File: src/hdl/dhcpw_pkg.sv
// Package for the DHCP server reply watch block.
// Holds the parser constants, the walk state type and the queue command struct.
package dhcpw_pkg;

  localparam int MAX_SERVERS_DEF = 16;

  localparam logic [7:0]  PROTO_UDP  = 8'd17;
  localparam logic [31:0] PORTS_WORD = 32'h0043_0044;
  localparam logic [31:0] COOKIE     = 32'h6382_5363;
  localparam logic [7:0]  BOOTREPLY  = 8'd2;
  localparam logic [7:0]  OPT_PAD    = 8'd0;
  localparam logic [7:0]  OPT_END    = 8'd255;
  localparam logic [7:0]  OPT_TYPE   = 8'd53;
  localparam logic [7:0]  MSG_OFFER  = 8'd2;
  localparam logic [7:0]  MSG_ACK    = 8'd5;
  localparam logic [15:0] POS_LIMIT  = 16'hFFFF;

  typedef enum logic [4:0] {
    WALK_CODE  = 5'b00001,
    WALK_LEN   = 5'b00010,
    WALK_LEN53 = 5'b00100,
    WALK_TYPE  = 5'b01000,
    WALK_DONE  = 5'b10000
  } walk_t;

  // Command handed from the parser to the table engine.
  typedef struct packed {
    logic        is_read;
    logic [7:0]  read_index;
    logic [31:0] server;
    logic [31:0] offered;
    logic [31:0] now;
    logic        susp;
  } cmd_t;

endpackage

File: src/hdl/dhcpw_front.sv
// Front part: parses packet bytes and emits table commands.
// Depends on dhcpw_pkg.
module dhcpw_front (
  input  logic               clk,
  input  logic               rst_n,
  input  logic [31:0]        gateway,
  input  logic               in_valid,
  output logic               in_ready,
  input  logic               in_op,
  input  logic [7:0]         in_data_byte,
  input  logic               in_last_byte,
  input  logic [31:0]        in_now_ms,
  input  logic [7:0]         in_read_index,
  output logic               cmd_valid,
  input  logic               cmd_ready,
  output dhcpw_pkg::cmd_t    cmd
);

  logic [15:0] pos_r, pos_nxt;
  logic [6:0]  hlen_r, hlen_nxt;
  logic        rej_r, rej_nxt;
  logic [31:0] shift_r, shift_nxt;
  logic [31:0] src_r, src_nxt;
  logic [31:0] offd_r, offd_nxt;
  dhcpw_pkg::walk_t walk_r, walk_nxt;
  logic [16:0] onext_r, onext_nxt;
  logic [16:0] tend_r, tend_nxt;
  logic        tok_r, tok_nxt;

  logic        acc, emit;
  logic [16:0] p, d, tot, nx;
  logic        match;
  dhcpw_pkg::cmd_t c;

  assign in_ready = !cmd_valid || cmd_ready;
  assign acc = in_valid && in_ready;
  assign p = {1'b0, pos_r};
  assign d = {10'd0, hlen_r} + 17'd8;

  // Parse one byte, close packet on last
  always_comb begin
    pos_nxt = pos_r; hlen_nxt = hlen_r; rej_nxt = rej_r; shift_nxt = shift_r;
    src_nxt = src_r; offd_nxt = offd_r; walk_nxt = walk_r; onext_nxt = onext_r;
    tend_nxt = tend_r; tok_nxt = tok_r; nx = '0;
    if (pos_r >= dhcpw_pkg::POS_LIMIT) begin
      rej_nxt = 1'b1;
    end else begin
      pos_nxt = pos_r + 16'd1;
      if (!rej_r) begin
        if (pos_r == 16'd0) begin
          hlen_nxt = {1'b0, in_data_byte[3:0], 2'b00};
          if (in_data_byte[7:4] != 4'd4 || in_data_byte[3:0] < 4'd5) rej_nxt = 1'b1;
          onext_nxt = {10'd0, in_data_byte[3:0], 2'b00} + 17'd248;
        end else begin
          if (pos_r == 16'd9 && in_data_byte != dhcpw_pkg::PROTO_UDP) rej_nxt = 1'b1;
          if (pos_r >= 16'd12 && pos_r <= 16'd15) src_nxt = {src_r[23:0], in_data_byte};
          if (p >= {10'd0, hlen_r} && p < {10'd0, hlen_r} + 17'd4) begin
            shift_nxt = {shift_r[23:0], in_data_byte};
            if (p == {10'd0, hlen_r} + 17'd3 && shift_nxt != dhcpw_pkg::PORTS_WORD)
              rej_nxt = 1'b1;
          end
          if (p == d && in_data_byte != dhcpw_pkg::BOOTREPLY) rej_nxt = 1'b1;
          if (p >= d + 17'd16 && p < d + 17'd20) offd_nxt = {offd_r[23:0], in_data_byte};
          if (p >= d + 17'd236 && p < d + 17'd240) begin
            shift_nxt = {shift_r[23:0], in_data_byte};
            if (p == d + 17'd239 && shift_nxt != dhcpw_pkg::COOKIE) rej_nxt = 1'b1;
          end
          if (p >= d + 17'd240 && walk_r != dhcpw_pkg::WALK_DONE && p == onext_r) begin
            unique case (walk_r)
              dhcpw_pkg::WALK_CODE: begin
                if (in_data_byte == dhcpw_pkg::OPT_END) walk_nxt = dhcpw_pkg::WALK_DONE;
                else begin
                  onext_nxt = p + 17'd1;
                  if (in_data_byte == dhcpw_pkg::OPT_TYPE) walk_nxt = dhcpw_pkg::WALK_LEN53;
                  else if (in_data_byte != dhcpw_pkg::OPT_PAD)
                    walk_nxt = dhcpw_pkg::WALK_LEN;
                end
              end
              dhcpw_pkg::WALK_LEN: begin
                onext_nxt = p + 17'd1 + {9'd0, in_data_byte};
                walk_nxt = dhcpw_pkg::WALK_CODE;
              end
              dhcpw_pkg::WALK_LEN53: begin
                nx = p + 17'd1 + {9'd0, in_data_byte};
                if (in_data_byte == 8'd0) begin
                  onext_nxt = p + 17'd1; walk_nxt = dhcpw_pkg::WALK_CODE;
                end else if (nx[16]) walk_nxt = dhcpw_pkg::WALK_DONE;
                else begin
                  tend_nxt = nx; onext_nxt = p + 17'd1; walk_nxt = dhcpw_pkg::WALK_TYPE;
                end
              end
              dhcpw_pkg::WALK_TYPE: begin
                tok_nxt = (in_data_byte == dhcpw_pkg::MSG_OFFER) ||
                          (in_data_byte == dhcpw_pkg::MSG_ACK);
                walk_nxt = dhcpw_pkg::WALK_DONE;
              end
              default: walk_nxt = dhcpw_pkg::WALK_DONE;
            endcase
            if (onext_nxt[16]) walk_nxt = dhcpw_pkg::WALK_DONE;
          end
        end
      end
    end
  end

  assign tot = {1'b0, pos_nxt};
  assign match = !rej_nxt && tot >= d + 17'd240 && tok_nxt && tend_nxt <= tot;
  assign emit = acc && (in_op || (in_last_byte && match));

  always_comb begin
    c.is_read    = in_op;
    c.read_index = in_read_index;
    c.server     = src_nxt;
    c.offered    = offd_nxt;
    c.now        = in_now_ms;
    c.susp       = (gateway != 32'd0) && (src_nxt != gateway);
  end

  // Advance packet state, hold output register until taken
  always_ff @(posedge clk) begin
    if (!rst_n) begin
      pos_r <= '0; hlen_r <= '0; rej_r <= 1'b0; shift_r <= '0; src_r <= '0;
      offd_r <= '0; walk_r <= dhcpw_pkg::WALK_CODE; onext_r <= '0; tend_r <= '0;
      tok_r <= 1'b0; cmd_valid <= 1'b0;
    end else begin
      if (acc && !in_op) begin
        if (in_last_byte) begin
          pos_r <= '0; hlen_r <= '0; rej_r <= 1'b0; shift_r <= '0; src_r <= '0;
          offd_r <= '0; walk_r <= dhcpw_pkg::WALK_CODE; onext_r <= '0;
          tend_r <= '0; tok_r <= 1'b0;
        end else begin
          pos_r <= pos_nxt; hlen_r <= hlen_nxt; rej_r <= rej_nxt; shift_r <= shift_nxt;
          src_r <= src_nxt; offd_r <= offd_nxt; walk_r <= walk_nxt;
          onext_r <= onext_nxt; tend_r <= tend_nxt; tok_r <= tok_nxt;
        end
      end
      if (emit) cmd_valid <= 1'b1;
      else if (cmd_ready) cmd_valid <= 1'b0;
    end
  end

  always_ff @(posedge clk) begin
    if (emit) cmd <= c;
  end

endmodule

File: src/hdl/dhcpw_fifo.sv
// Short queue between parser and table engine.
// Depends on dhcpw_pkg.
module dhcpw_fifo (
  input  logic            clk,
  input  logic            rst_n,
  input  logic            wr_valid,
  output logic            wr_ready,
  input  dhcpw_pkg::cmd_t wr_data,
  output logic            rd_valid,
  input  logic            rd_ready,
  output dhcpw_pkg::cmd_t rd_data
);

  dhcpw_pkg::cmd_t mem_r [2];
  logic       wp_r, rp_r;
  logic [1:0] cnt_r;

  assign wr_ready = cnt_r != 2'd2;
  assign rd_valid = cnt_r != 2'd0;
  assign rd_data  = mem_r[rp_r];

  // Move pointers on each handshake
  always_ff @(posedge clk) begin
    if (!rst_n) begin
      wp_r <= 1'b0; rp_r <= 1'b0; cnt_r <= '0;
    end else begin
      if (wr_valid && wr_ready) wp_r <= ~wp_r;
      if (rd_valid && rd_ready) rp_r <= ~rp_r;
      cnt_r <= cnt_r + {1'b0, wr_valid && wr_ready} - {1'b0, rd_valid && rd_ready};
    end
  end

  always_ff @(posedge clk) begin
    if (wr_valid && wr_ready) mem_r[wp_r] <= wr_data;
  end

endmodule

File: src/hdl/dhcpw_table.sv
// Back part: server table search, update, insert and read.
// Depends on dhcpw_pkg.
module dhcpw_table #(
  parameter int MAX_SERVERS = dhcpw_pkg::MAX_SERVERS_DEF
) (
  input  logic            clk,
  input  logic            rst_n,
  input  logic            cmd_valid,
  output logic            cmd_ready,
  input  dhcpw_pkg::cmd_t cmd,
  output logic            out_valid,
  input  logic            out_ready,
  output logic            out_is_read_reply,
  output logic            out_entry_valid,
  output logic [31:0]     out_server_address,
  output logic [31:0]     out_offered_address,
  output logic [31:0]     out_last_seen_ms,
  output logic            out_suspicious,
  output logic            out_newly_added,
  output logic            out_table_full_drop,
  output logic [8:0]      out_entry_count
);

  localparam int IW = (MAX_SERVERS > 1) ? $clog2(MAX_SERVERS) : 1;
  localparam logic [8:0] MAXC = 9'(MAX_SERVERS);

  typedef enum logic [3:0] {
    S_IDLE = 4'b0001, S_SCAN = 4'b0010, S_READ = 4'b0100, S_OUT = 4'b1000
  } st_t;

  logic [31:0] srv_m [MAX_SERVERS];
  logic [31:0] off_m [MAX_SERVERS];
  logic [31:0] see_m [MAX_SERVERS];
  logic        sus_m [MAX_SERVERS];

  st_t st_r;
  dhcpw_pkg::cmd_t c_r;
  logic [8:0]  used_r, k_r;
  logic [31:0] rsrv_r, roff_r, rsee_r;
  logic        rsus_r;
  logic [IW-1:0] raddr;

  assign cmd_ready = st_r == S_IDLE;

  // Address the entry for a read, the first entry of a scan, or the next scan entry
  always_comb begin
    if (st_r == S_IDLE && cmd.is_read) raddr = IW'(used_r - 9'd1 - {1'b0, cmd.read_index});
    else if (st_r == S_IDLE) raddr = '0;
    else raddr = IW'(k_r + 9'd1);
  end

  // Registered table read
  always_ff @(posedge clk) begin
    rsrv_r <= srv_m[raddr]; roff_r <= off_m[raddr];
    rsee_r <= see_m[raddr]; rsus_r <= sus_m[raddr];
  end

  // Sequence one command: read or scan, then present result
  always_ff @(posedge clk) begin
    if (!rst_n) begin
      st_r <= S_IDLE; used_r <= '0; k_r <= '0; out_valid <= 1'b0;
    end else begin
      unique case (st_r)
        S_IDLE: if (cmd_valid) begin
          c_r <= cmd; k_r <= '0;
          st_r <= cmd.is_read ? S_READ : S_SCAN;
        end
        S_READ: begin
          out_is_read_reply <= 1'b1;
          out_newly_added <= 1'b0; out_table_full_drop <= 1'b0;
          out_entry_count <= used_r;
          if ({1'b0, c_r.read_index} < used_r) begin
            out_entry_valid <= 1'b1; out_server_address <= rsrv_r;
            out_offered_address <= roff_r; out_last_seen_ms <= rsee_r;
            out_suspicious <= rsus_r;
          end else begin
            out_entry_valid <= 1'b0; out_server_address <= '0;
            out_offered_address <= '0; out_last_seen_ms <= '0; out_suspicious <= 1'b0;
          end
          out_valid <= 1'b1; st_r <= S_OUT;
        end
        S_SCAN: begin
          out_is_read_reply <= 1'b0; out_server_address <= c_r.server;
          out_offered_address <= c_r.offered; out_last_seen_ms <= c_r.now;
          out_suspicious <= c_r.susp;
          if (k_r < used_r && rsrv_r == c_r.server) begin
            off_m[IW'(k_r)] <= c_r.offered; see_m[IW'(k_r)] <= c_r.now;
            sus_m[IW'(k_r)] <= c_r.susp;
            out_entry_valid <= 1'b1; out_newly_added <= 1'b0;
            out_table_full_drop <= 1'b0; out_entry_count <= used_r;
            out_valid <= 1'b1; st_r <= S_OUT;
          end else if (k_r + 9'd1 < used_r) begin
            k_r <= k_r + 9'd1;
          end else if (used_r < MAXC) begin
            srv_m[IW'(used_r)] <= c_r.server; off_m[IW'(used_r)] <= c_r.offered;
            see_m[IW'(used_r)] <= c_r.now; sus_m[IW'(used_r)] <= c_r.susp;
            used_r <= used_r + 9'd1;
            out_entry_valid <= 1'b1; out_newly_added <= 1'b1;
            out_table_full_drop <= 1'b0; out_entry_count <= used_r + 9'd1;
            out_valid <= 1'b1; st_r <= S_OUT;
          end else begin
            out_entry_valid <= 1'b0; out_newly_added <= 1'b0;
            out_table_full_drop <= 1'b1; out_entry_count <= used_r;
            out_valid <= 1'b1; st_r <= S_OUT;
          end
        end
        S_OUT: if (out_ready) begin
          out_valid <= 1'b0; st_r <= S_IDLE;
        end
        default: st_r <= S_IDLE;
      endcase
    end
  end

endmodule

File: src/hdl/dhcp_server_reply_watch_core.sv
// Top level of the DHCP server reply watch block.
// Depends on dhcpw_pkg, dhcpw_front, dhcpw_fifo and dhcpw_table.
//
//  channel | handshake            | payload
//  in_     | in_valid / in_ready  | op, data_byte, last_byte, now_ms, read_index
//  out_    | out_valid / out_ready| is_read_reply .. entry_count
//  cfg_    | cfg_wr_en            | cfg_gateway_address
//
// Packet bytes are taken one a cycle by the parser when it is not stalled. A
// matching packet end or a read goes through a two-entry queue to the table
// engine, which serves a read with a single table read and a reply with one
// scan step per entry compared (at least one step), set by its single table
// read port. Reset is synchronous; the table needs no clear.
// The parser stalls only when its output register and the queue are full.
module dhcp_server_reply_watch_core #(
  parameter int MAX_SERVERS = dhcpw_pkg::MAX_SERVERS_DEF
) (
  input  logic        clk,
  input  logic        rst_n,
  input  logic        cfg_wr_en,
  input  logic [31:0] cfg_gateway_address,
  input  logic        in_valid,
  output logic        in_ready,
  input  logic        in_op,
  input  logic [7:0]  in_data_byte,
  input  logic        in_last_byte,
  input  logic [31:0] in_now_ms,
  input  logic [7:0]  in_read_index,
  output logic        out_valid,
  input  logic        out_ready,
  output logic        out_is_read_reply,
  output logic        out_entry_valid,
  output logic [31:0] out_server_address,
  output logic [31:0] out_offered_address,
  output logic [31:0] out_last_seen_ms,
  output logic        out_suspicious,
  output logic        out_newly_added,
  output logic        out_table_full_drop,
  output logic [8:0]  out_entry_count
);

  logic [31:0] gw_r;
  logic f_valid, f_ready, q_valid, q_ready;
  dhcpw_pkg::cmd_t f_cmd, q_cmd;

  // Hold the gateway register
  always_ff @(posedge clk) begin
    if (!rst_n) gw_r <= '0;
    else if (cfg_wr_en) gw_r <= cfg_gateway_address;
  end

  dhcpw_front u_front (
    .clk, .rst_n, .gateway(gw_r), .in_valid, .in_ready, .in_op, .in_data_byte,
    .in_last_byte, .in_now_ms, .in_read_index,
    .cmd_valid(f_valid), .cmd_ready(f_ready), .cmd(f_cmd)
  );

  dhcpw_fifo u_fifo (
    .clk, .rst_n, .wr_valid(f_valid), .wr_ready(f_ready), .wr_data(f_cmd),
    .rd_valid(q_valid), .rd_ready(q_ready), .rd_data(q_cmd)
  );

  dhcpw_table #(.MAX_SERVERS(MAX_SERVERS)) u_table (
    .clk, .rst_n, .cmd_valid(q_valid), .cmd_ready(q_ready), .cmd(q_cmd),
    .out_valid, .out_ready, .out_is_read_reply, .out_entry_valid,
    .out_server_address, .out_offered_address, .out_last_seen_ms,
    .out_suspicious, .out_newly_added, .out_table_full_drop, .out_entry_count
  );

endmodule

File: config.mk
export PLATFORM = sky130hd
export DESIGN_NAME = dhcp_server_reply_watch_core
export DESIGN_NICKNAME = d
export VERILOG_FILES = /design/src/hdl/dhcpw_pkg.sv /design/src/hdl/dhcpw_front.sv /design/src/hdl/dhcpw_fifo.sv /design/src/hdl/dhcpw_table.sv /design/src/hdl/dhcp_server_reply_watch_core.sv
export SDC_FILE = /design/constraint.sdc
export NUM_CORES = 2
export LEC_CHECK = 0
export BUFFER_PORTS_ARGS = -buffer_cell sky130_fd_sc_hd__buf_4
export CORE_UTILIZATION = 56
export CTS_CLUSTER_DIAMETER = 150
export CTS_CLUSTER_SIZE = 40
export DETAILED_ROUTE_END_ITERATION = 12
export PLACE_DENSITY = 0.86
export RECOVER_POWER = 100
export SETUP_SLACK_MARGIN = 0.4
export SYNTH_ARGS = -nofsm -noshare
export SYNTH_HDL_FRONTEND = slang
export SYNTH_SLANG_ARGS = --single-unit
File: constraint.sdc
create_clock -name clk -period 16.1 [get_ports clk]
set_input_delay 4.83 -clock clk [delete_from_list [all_inputs] [get_ports clk]]
set_output_delay 4.83 -clock clk [all_outputs]
set_load 0.05 [all_outputs]
### Word-level counts from Yosys, hierarchy flattened

Memories as Yosys holds them, arrays and structs flattened. A register that Yosys moved wholly into a read port is not among the register bits.
Index checks and enable logic that the tools add are counted.

| storage, ports and cells | value |
|---|---|
| bits in writable memories | 1764 |
| memories | 5 |
| register bits | 533 |
| input bits | 87 |

Memory list:

| name | depth | width | rd ports | clocked after Yosys merged registers in | wr ports | RTL line | text |
|---|---|---|---|---|---|---|---|
| u_table.off_m | 16 | 32 | 1 | 1 | 1 | dhcpw_table.sv:32 | `logic [31:0] off_m [MAX_SERVERS];` |
| u_table.see_m | 16 | 32 | 1 | 1 | 1 | dhcpw_table.sv:33 | `logic [31:0] see_m [MAX_SERVERS];` |
| u_table.srv_m | 16 | 32 | 1 | 1 | 1 | dhcpw_table.sv:31 | `logic [31:0] srv_m [MAX_SERVERS];` |
| u_fifo.mem_r | 2 | 106 | 1 | 1 | 1 | dhcpw_fifo.sv:14 | `dhcpw_pkg::cmd_t mem_r [2];` |
| u_table.sus_m | 16 | 1 | 1 | 1 | 1 | dhcpw_table.sv:34 | `logic sus_m [MAX_SERVERS];` |

| operators by class | value |
|---|---|
| bitwise gates (word level) | 4 |
| mux-type cells | 136 |
| order comparisons | 17 |
| equality and inequality tests | 37 |
| reductions and logical operators | 58 |
| $add $sub $neg | 18 |

Operators with widths:

| operator | count |
|---|---|
| $mux W32 | 15 |
| $mux W17 | 20 |
| $pmux W32 S2 | 3 |
| $mux W24 | 6 |
| $eq A16 B17 Y1 | 4 |
| $ge A16 B17 Y1 | 4 |
| $reduce_or A32 Y1 | 2 |
| $mux W5 | 11 |
| $mux W9 | 6 |
| $add A17 B8 Y17 const B | 3 |
| $lt A16 B17 Y1 | 3 |
| $pmux W17 S3 | 1 |
| $mux W1 | 48 |
| $mux W4 | 9 |
| $pmux W9 S2 | 2 |
| $add A17 B5 Y17 const B | 2 |
| $eq A32 B32 Y1 | 1 |
| $mux W16 | 2 |
| $ne A32 B23 Y1 const B | 1 |
| $ne A32 B31 Y1 const B | 1 |
| $ne A32 B32 Y1 | 1 |
| $reduce_bool A32 Y1 | 1 |
| $mux W7 | 4 |
| $logic_and A1 B1 Y1 | 22 |
| other kinds (64) | 98 |

### Logic depth before layout (Yosys ltp)

| logic depth | value |
|---|---|
| depth in word-level cells | 19 |
| depth in mapped cells | 25 |
| mapped depth without buffers | 23 |

### Hierarchy

Synthesis repeated with hierarchy kept, for this count alone.

| second synthesis, totals | value |
|---|---|
| cells, all modules | 7228 |
| area, all modules | 96993.0 um2 |

By module, submodules not included:

| module | cells an instance | area an instance (um2) | times used |
|---|---|---|---|
| dhcpw_table | 5268 | 73334.1 | 1 |
| dhcpw_front | 1503 | 14373.8 | 1 |
| dhcpw_fifo | 354 | 8041.5 | 1 |
| dhcp_server_reply_watch_core | 103 | 1243.7 | 1 |

### Worst setup path after synthesis

Ideal clock, no wire load.

| path | value |
|---|---|
| path kind | input -> register |
| start point | input rst_n |
| end point | register u_table.out_entry_count[0], enable pin |
| stages on the path | 4 |
| slack | 0.201 ns |
| arrival | 15.533 ns |
| cells stage by stage | clkbuf_1 inv_1 nor4_1 and2_1 |

| between the ends | value |
|---|---|
| longest elaborated chain between the ends | 1 |

RTL lines:

| item | RTL line | text |
|---|---|---|
| from (decl) | dhcp_server_reply_watch_core.sv:19 | `input logic rst_n,` |
| $reduce_and A3 Y1 (no source line) | n/a |  |
| to (signal assigned) | dhcpw_table.sv:71 | `out_entry_count <= used_r;` |
| to (decl) | dhcpw_table.sv:21 | `output logic [8:0] out_entry_count` |

No other way between the ends.
A chain may end at the register's enable or synchronous reset.

### Worst setup path in the final report

| path | value |
|---|---|
| start point | input in_data_byte[0] |
| end point | register u_front.cmd[3] (netlist name), enable pin |

| between the ends | value |
|---|---|
| longest elaborated chain between the ends | 18 |
| elaborated cells between the ends (all ways) | 45 |

RTL lines:

| item | RTL line | text |
|---|---|---|
| from (decl) | dhcp_server_reply_watch_core.sv:25 | `input logic [7:0] in_data_byte,` |
| branches (longest 14 deep; another with $add A17 B8 Y17) | n/a |  |
| $logic_and A1 B1 Y1 (*) | dhcpw_front.sv:107 | `assign match = !rej_nxt && tot >= d + 17'd240 && tok_nxt && tend_nxt <= tot;` |
| $logic_and A1 B1 Y1 (*) | dhcpw_front.sv:108 | `assign emit = acc && (in_op \|\| (in_last_byte && match));` |
| $logic_or A1 B1 Y1 (*) | dhcpw_front.sv:108 |  |
| $logic_and A1 B1 Y1 (*) | dhcpw_front.sv:108 |  |
| net u_front.emit | dhcpw_front.sv:30 | `logic acc, emit;` |
| to (signal assigned) | dhcpw_front.sv:143 | `if (emit) cmd <= c;` |
| to (decl) | dhcpw_front.sv:16 | `output dhcpw_pkg::cmd_t cmd` |

Mark *: on every way through the listed nets, which the timed path passes.

==> summary.md <==
| Metric | Value |
|---|---|
| Run status | finished with violations |
| Failing checks | max-capacitance violations, max-slew violations |
| Post-synth EDFFs | 2085 |
| CP Cell Sequence | buf_4 > ha_1 > fa_1 > nand3_1 > a211oi_1 > o22ai_1 > and4bb_1 > a21oi_1 > nand4_1 > mux2_2 > ha_1 > a21oi_1 > nand2_1 > a211o_1 > a21oi_1 > nor3_1 > nor3b_1 > nand4_1 > a21oi_1 > buf_4 |
| DRC | 0 |
| CP max-delay cell | a21oi_1 |
| Bufs on Longest Clock Path | 3 |
| Setup TNS | 0 ns |
| Worst skew pair latency | 0.78 ns |
| CP max FO | 52 |
| Max-cap violations | 70 |
| Worst Tran Pin Value | 4.56 ns |
| DR iter-0 viols | 9221 |
| Internal power | 0.00946 W |
| Unique masters post-synth | 79 |
| Rows | 151 |
| Share of layout cells above drive strength 1 | 4.49% |
| Commonest non-fill, non-tap cells in the layout | 2085 x edfxtp_1, 1825 x nand2_1, 462 x nand3_1, 307 x dfxtp_1, 293 x a311oi_1 |
| Sw power | 0.00506 W |
| Initial core utilization | 56.4% |
| Initial antenna violation count | 15 |
| Crit end category | flop |
| Fmax | 0.0757 GHz |
| Startpoint types | input port |
| # setup viols final | 0 |
| Synth Register Bits | 2392 |
| Post-CTS setup buffers | 0 |
| WL/cell | 24.8 um |
| Syn Inst Count | 7377 |
| H-tree depth | 3 |
| Sequential Power Share | 52.6% |
| Routed Antenna Nets | 0 |
| Synthesis-to-layout area growth | 5.11% |
| CTS tree | built |
| Port Buffers | 198 |
| Ys Warns | 0 |
| Final Skew | 0.0482 ns |
| DRT Pass-1 Iters | 8 |
| Final hold vios | 0 |
| Post-synthesis async set-or-reset flop share | 0% |
| Core ar. | 169000 sq um |
| Final wirelength | 237000 um |
| Cell area after synthesis | 95600 sq um |
| Final std cells w/o fill | 9554 |
| Top_reg_cell synth | edfxtp_1 |
| Mapped Nets | 7573 |
| Via count | 61100 |
| Post-detailed-placement cell area | 99200 sq um |
| Clk sinks | 2392 |
| RSZ-0062 raised after global routing | no |
| Pleak | 34.0 nW |
| Register area share after synthesis | 71.9% |
| Die width | 415 um |
| CP Data Arrival Time | 13.60 ns |
| GRT Residual Overflow | 0 |
| CTS Buf Count | 70 |
| Mean Syn Cell Area | 13.0 sq um |
| Top Ports | 199 |
| Area of the die | 172000 sq um |
| Root Buffer | clkbuf_16 |
| HP Class | reg2reg |
| Routability cong. | 0.913 |
| CTS Hold Bufs | 0 |
| Largest net degree at the start of global routing | 209 |
| WS Path Type | in2reg |
| WP data required | 16.49 ns |
| Tmin final | 13.21 ns |
| Maximum VDD drop | 0.258 mV |
| DIE HEIGHT | 415 um |
| Max-slew violation count | 2820 |
| Final period util | 82.1% |
| Crit path largest cell delay | 2.20 ns |
| Global-route wire length before repair | 352000 um |
| Combinational power share | 29.4% |
| CP dominant cell by count | a21oi_1 |
| Post-cts sizing count | 0 |
| Slew HR | -204% |
| Placed insts | 9416 |
| R2R setup slack | 3.36 ns |
| Clock group share of total power | 18.0% |
| Commonest non-fill, non-tap cell in the layout | edfxtp_1 |
| Final net count | 7466 |
| DP Wirelength | 135000 um |
| Reg clk slew, reported paths | 0.15 ns |
| Drt via density | 6.39 |
| P per Cell Area | 144 nW/um^2 |
| Number of global-route vias before repair | 59500 |
| Cell area after layout | 101000 sq um |
| Sw frac | 34.8% |
| Total Routing Usage GR | 26.6% |
## through the flow
stage	setup slack, ns	hold slack (ns)	total power [W]	util [%]
after floorplan	1.85	0.421	0.0106	-
after global placement	3.67	0.423	0.0117	58.5
after detailed placement	3.72	0.429	0.0119	58.5
after CTS	4.52	0.460	0.0144	59.8
after global routing	2.23	0.468	0.0151	59.3
final	2.89	0.456	0.0145	59.3
## kinds of logic (layout without fill, tap and decap cells)
group / Yosys count / after routing / share of synthesized area (%)
compound gates: 967 / 967 / 6.94
simple gates: 2990 / 2990 / 13.6
mux: 226 / 226 / 2.59
xor+xnor: 141 / 141 / 1.31
flops: 2392 / 2392 / 71.9
other cells: 0 / 9 / 0
fa+ha+maj: 110 / 110 / 1.45
buf+inv: 551 / 501 / 2.22
## cell usage after synthesis, types with 40 or more instances
cell      instances  share of area, %
edfxtp_1       2085                65
nor2_1          249              0.98
a22oi_1          87              0.68
a21oi_1         191               1.0
a311oi_1        293               2.7
a31oi_1         110              0.72
o21ai_0         164              0.86
nand4_1          41              0.27
and3_1          215               1.4
nand2_1        1824               7.2
inv_1            76              0.30
mux2_2          163               1.9
nor3_1           40              0.21
dfxtp_1         307               6.4
ha_1            107               1.4
mux2i_1          55              0.58
xnor2_1         103              0.94
nand3_1         462               2.4
nor4_1           41              0.27
clkbuf_1        415               1.6
## power groups by stage
stage	logic (W)	registers, W	clock network [W]
3_3_place_gp	0.00396	0.00773	0
6_report	0.00427	0.00764	0.00261
4_1_cts	0.00417	0.00762	0.00261
3_5_place_dp	0.00414	0.00776	0
2_1_floorplan	0.00297	0.00766	0
5_1_grt	0.00458	0.00768	0.00279
## state kept, by name, summed over array words and instances (netlist names), 105 cells and up, named ones only
name           cells
u_fifo.mem_r     212
u_table.see_m    512
u_table.c_r      105
u_table.off_m    512
u_table.srv_m    512
u_front.cmd      106
## final timing paths
| kind | start | to | cells past startpoint |
|---|---|---|---|
| worst max register to register | flop | u_table.rsrv_r[0] | 8 |
| worst max-delay path | in_data_byte[0] | u_front.cmd[3] | 20 |
| worst min register to register | u_front.cmd[67] | u_fifo.mem_r[0][67] | 0 |
| worst min-delay path | u_front.cmd[67] | u_fifo.mem_r[0][67] | 0 |
## critical path: cells and delay by family
family	cells	cell delay [ns]
muxes	1	0.67
and+or+nand+nor	7	2.09
AOI/OAI and AO/OA	7	3.81
adders and majority gates	3	1.05
buffers and inverters	2	1.03
## layer usage
metal,vias to the layer above,global-route usage (%),share of wire (%)
li1,26800,-,-
met1,29600,34.7,36
met2,4093,43.1,48
met3,599,4.13,11
met4,2,14.4,5.4
met5,-,0,0.0055
## area by class of cell
class | instances | area, sq um
clock buffer | 120 | 1960
tap | 2218 | 2780
inverter | 79 | 299
antenna | 9 | 22.5
sequential | 2392 | 68800
fill | 12200 | 69000
multi-input combinational | 4434 | 24900
timing repair buffer | 293 | 1660
clock inverter | 9 | 150
(Power assumes the default switching activity.)
